## config.mk

```make
export PLATFORM = sky130hd
export DESIGN_NAME = lfid_ffs
export DESIGN_NICKNAME = d
export VERILOG_FILES = /design/src/sv/lfid_pkg.sv /design/src/sv/lfid_ffs.sv
export SDC_FILE = /design/constraint.sdc
export NUM_CORES = 1
export LEC_CHECK = 0
export BUFFER_PORTS_ARGS = -buffer_cell sky130_fd_sc_hd__buf_4
export CAP_MARGIN = 15
export CORE_AREA = 2 2 91 49
export DETAILED_ROUTE_END_ITERATION = 7
export DIE_AREA = 0 0 93 51
export PLACE_DENSITY_LB_ADDON = 0.12
export SKIP_LAST_GASP = 1
export SLEW_MARGIN = 40
export SYNTH_ARGS = -nofsm -noshare
export SYNTH_HDL_FRONTEND = slang
export SYNTH_SLANG_ARGS = --single-unit
```

## constraint.sdc

```tcl
create_clock -name vclk -period 3.65
set_clock_uncertainty 0.2 [all_clocks]
set_input_delay 0.1825 -clock vclk [all_inputs]
set_output_delay 0.1825 -clock vclk [all_outputs]
set_load 0.05 [all_outputs]
```

## src/sv/lfid_pkg.sv

```systemverilog
`default_nettype none
package lfid_pkg;

  localparam int ID_COUNT  = 8192;
  localparam int ID_W      = 16;
  localparam int WORD_W    = 64;
  localparam int BIT_W     = 6;
  localparam int MAP_WORDS = (ID_COUNT + WORD_W - 1) / WORD_W;
  localparam int WIDX_W    = (MAP_WORDS > 1) ? $clog2(MAP_WORDS) : 1;
  localparam int OFF_W     = WIDX_W + BIT_W;
  localparam int SIZE_W    = $clog2(ID_COUNT + 1);
  localparam int CMP_W     = (SIZE_W > ID_W) ? SIZE_W : ID_W;

  localparam logic [ID_W-1:0] BASE_RESET = 16'd300;
  localparam logic [ID_W-1:0] LAST_RESET = 16'd5000;

  typedef enum logic {
    CFG_BASE_ID = 1'b0,
    CFG_LAST_ID = 1'b1
  } cfg_idx_e;

  typedef enum logic {
    CMD_ALLOC   = 1'b0,
    CMD_RELEASE = 1'b1
  } cmd_e;

  typedef enum logic [2:0] {
    S_IDLE,
    S_ARD,
    S_ACHK,
    S_RRD,
    S_RWR
  } state_e;

  typedef struct packed {
    logic              found;
    logic [BIT_W-1:0]  idx;
    logic [WORD_W-1:0] onehot;
  } ffs_t;

endpackage
`default_nettype wire

```

## src/sv/lfid_ffs.sv

```systemverilog
`default_nettype none
module lfid_ffs (
  input  wire logic [lfid_pkg::WORD_W-1:0] free_i,
  output lfid_pkg::ffs_t                   ffs_o
);

  logic [lfid_pkg::WORD_W-1:0] lowbit;

  assign lowbit = free_i & (~free_i + lfid_pkg::WORD_W'(1));

  always_comb begin
    ffs_o.found  = |free_i;
    ffs_o.onehot = lowbit;
    ffs_o.idx    = '0;
    for (int b = 0; b < lfid_pkg::WORD_W; b++) begin
      if (lowbit[b]) begin
        ffs_o.idx = ffs_o.idx | lfid_pkg::BIT_W'(b);
      end
    end
  end

endmodule
`default_nettype wire

```

# After elaboration in Yosys (flattened, before gate mapping)
# Cells that the tools add are included.
[word_totals] reg_bits=0 input_bits=64 out_inout_bits=71 elab_cells=67
[op_classes] add_sub_neg=1 n_mux=63 bitwise_logic=2 n_reduce_logical=1
[ops] op="two-way mux 6 bit" n=32
[ops] op="two-way mux 5 bit" n=16
[ops] op="adder 64 x 1 -> 64 bit (second input constant)" n=1
[ops] op="AND 64 bit" n=1
[ops] op="NOT 64 bit" n=1
[ops] op="OR reduction 64 bit" n=1
[ops] op="two-way mux 4 bit" n=8
[ops] op="two-way mux 3 bit" n=4
[ops] op="two-way mux 2 bit" n=2
[ops] op="two-way mux 1 bit" n=1

# Longest topological paths before layout
[depth] ltp_word=66 ltp_mapped=9

# Worst setup path after synthesis
# OpenSTA, ideal clock, no wires.
[synth_path] path_type="input-to-output" start="in free_i[3] (netlist name)" end="out ffs_o[67] (netlist name)" arrival_ps=3878 setup_slack_ps=-611 stages=8 n_path_buf=1 cell_sequence="or4_4 -> buf_6 -> nor4_4 -> nand3_2 -> nor4_1 -> nor4_1 -> and4b_1 -> nand4_1"
[synth_rtl] item="start, declared" line="lfid_ffs.sv:3" text="input wire logic [lfid_pkg::WORD_W-1:0] free_i,"
[synth_rtl] item="end, declared" line="lfid_ffs.sv:4" text="output lfid_pkg::ffs_t ffs_o"

==> flow_summary.yaml <==
yosys:
  syn-cell-area_mm2: 0.001727
  netlist-cell-type-count: 49
  synth.net_count: 353
  seq_area_frac_synth: 0
  synth_area_per_cell_um2: 5.975
  ys.warnings.count: 0
  synthCells: 289
placement:
  gp_congestion: 0.9879
  port_buffers: 135
  place_area_mm2: 0.002869
  hpwl_um: 7261
  place_inst: 481
sta:
  worstMarginPinSlew_ps: 696.5
  slew_viol_final: 0
  slew_headroom: 0.5314
  hold_slack_ps: 490.1
  setup_violations: 0
  timing.final.crit_share: 0.8878
  rsz0062_at_grt: "no"
  hold_viol: 0
  max_clock_freq_ghz: 0.3086
  min_period_ps: 3240
layout:
  antenna_cells: 0
  final_area_mm2: 0.002869
  clockBufferCount: 0
  fin_cells: 481
  final_nets: 490
  regArea_um2: 0
  syn_to_final_growth_pct: 66.16
  final_layout_size_suffix_gt1_frac: 0.3962
  seq_cells: 0
detailed_routing:
  viasPerCell: 6.210
  final_antenna_net_count: 0
  drt-pass1-iter-count: 5
  vias: 2987
  wirelength_um: 8494
  wl_per_cell_um: 17.66
  drt_iter0_markers: 252
  remaining_drc_errors: 0
grt:
  grt_pass1_vias: 2569
  grt_pass1_wl_um: 13020
  antenna_found_initial: 0
  grt_overflow: 0
  grt.total_usage: 0.3429
  grt_max_degree: 16
floorplan:
  io_pins: 135
  coreArea_mm2: 0.004084
  die_h_um: 51
  initial_utilization: 0.4228
  die_area_mm2: 0.004743
  die_w_um: 93
  rows: 17
pwr:
  p_int_w: 0.00007297
  clkPwrFrac: 0
  switching_share: 0.5532
  leakage_nw: 1.387
  ir_drop_mv: 0.04320
  combPwrFrac: 1.000
  p_per_area_mw_per_mm2: 56.93
  p_seq_frac: 0
  power.total_w: 0.0001633
  switching_power_w: 0.00009035
flow_run:
  cap_viol_max_count: 0
min_path:
  hp-class: "input pin to primary output"
  worstHoldStart: "free_i[0]"
  min_to: "ffs_o[0]"
  holdPathStages: 2
setup_path:
  arrival_ps: 2860
  crit_fanout: 8
  start_kind: "input pin"
  critPathKind: "input pin to primary output"
  cp.required_ps: 3270
  critPathCaptureType: "primary output"
clock_tree:
  cts_setup_buffers: 0
  postCtsHoldBufs: 0
  ctsResizeCount: 0
outcome:
  status: "completed"
cells in the mapped netlist, types with 2 or more instances:
library cell  count  area (µm²)
a21o_1            3       22.52
a21oi_1           8       40.04
a311o_1           2       20.02
and2_1            6       37.54
and3_1           21       131.4
and3b_1           3       26.28
buf_4             2       15.01
clkbuf_1          2       7.510
inv_1            20       75.07
nand2_1          18       67.56
nand3_1          22       110.1
nand3_2           3       30.03
nand3b_1          2       15.01
nand4_1          13       81.33
nand4b_1          5       43.79
nor2_1           42       157.7
nor2b_1           5       31.28
nor3_1           31       155.2
nor3_2            3       30.03
nor3b_1           9       67.56
nor4_1           19       118.9
nor4_2            3       37.54
nor4_4            3       63.81
nor4b_1           6       52.55
o211ai_1          2       15.01
o21ai_0           6       30.03
o21bai_1          2       15.01
or3_1             5       31.28
or4_1             2       15.01
or4b_2            2       20.02
area by class of cell:
class / count / area [µm²]
Timing Repair Buffer: 141 / 1059
Fill cell: 380 / 1215
Inverter: 20 / 75.07
Multi-Input combinational cell: 263 / 1664
Tap cell: 57 / 71.32
power groups by stage:
stage | logic, W | registers, W | clock network (W)
after CTS | 0.000160 | 0 | 0
after floorplan | 0.0000609 | 0 | 0
after global placement | 0.000156 | 0 | 0
final | 0.000163 | 0 | 0
after global routing | 0.000175 | 0 | 0
after detailed placement | 0.000159 | 0 | 0
layout by cell type (no fill, tap or decap), drive strengths merged, types with 3 or more instances in the layout:
cell / count
nor4: 25
nand4: 14
and3: 21
inv: 20
or4: 3
o21ai: 7
or3: 5
a21oi: 8
nor4b: 6
nand2: 19
buf: 141
nand3: 25
a21o: 3
and3b: 3
nor3: 34
nor2b: 5
nand4b: 5
nor2: 42
nor3b: 9
and2: 6
through the flow:
stage,worst slack (ps),util,TNS (ps)
after floorplan,-33.63,-,-33.63
after global placement,491.5,0.7025,0
after detailed placement,456.2,0.7025,0
after CTS,455.6,0.7025,0
after global routing,273.3,0.7025,0
final,409.6,0.7025,0
critical path: stages:
cell and delay (ps):
buf_4 120, or4_4 600, nor4_4 540, nand3_2 290, or4_1 620, nand3_1 120
nor4_1 60, nand4_1 110, buf_4 200
logic make-up (layout without fill, tap and decap cells):
kind of cell           after synthesis  after routing  share of synthesized area
AOI/OAI and AO/OA                   33             33                     0.1304
buffers and inverters               26            161                    0.06594
and+or+nand+nor                    230            230                     0.8036
how the worst max path moves through the flow:
stage	start	to	slack, ps	cells past startpoint
2_1_floorplan	free_i[3]	ffs_o[67]	-30	8
3_3_place_gp	free_i[3]	ffs_o[67]	490	9
3_5_place_dp	free_i[3]	ffs_o[67]	460	9
4_1_cts	free_i[3]	ffs_o[67]	460	9
5_1_grt	free_i[3]	ffs_o[67]	270	9
6_report	free_i[3]	ffs_o[69]	410	9
routing by layer:
metal | vias to the layer above | global-route usage | routed length, µm
met1 | 1361 | 0.5447 | 4003
met5 | - | 0 | 0
met4 | 0 | 0.02451 | 53
li1 | 1393 | - | -
met2 | 221 | 0.4795 | 3295
met3 | 12 | 0.07080 | 1142
Power figures use the tool's default switching activity.
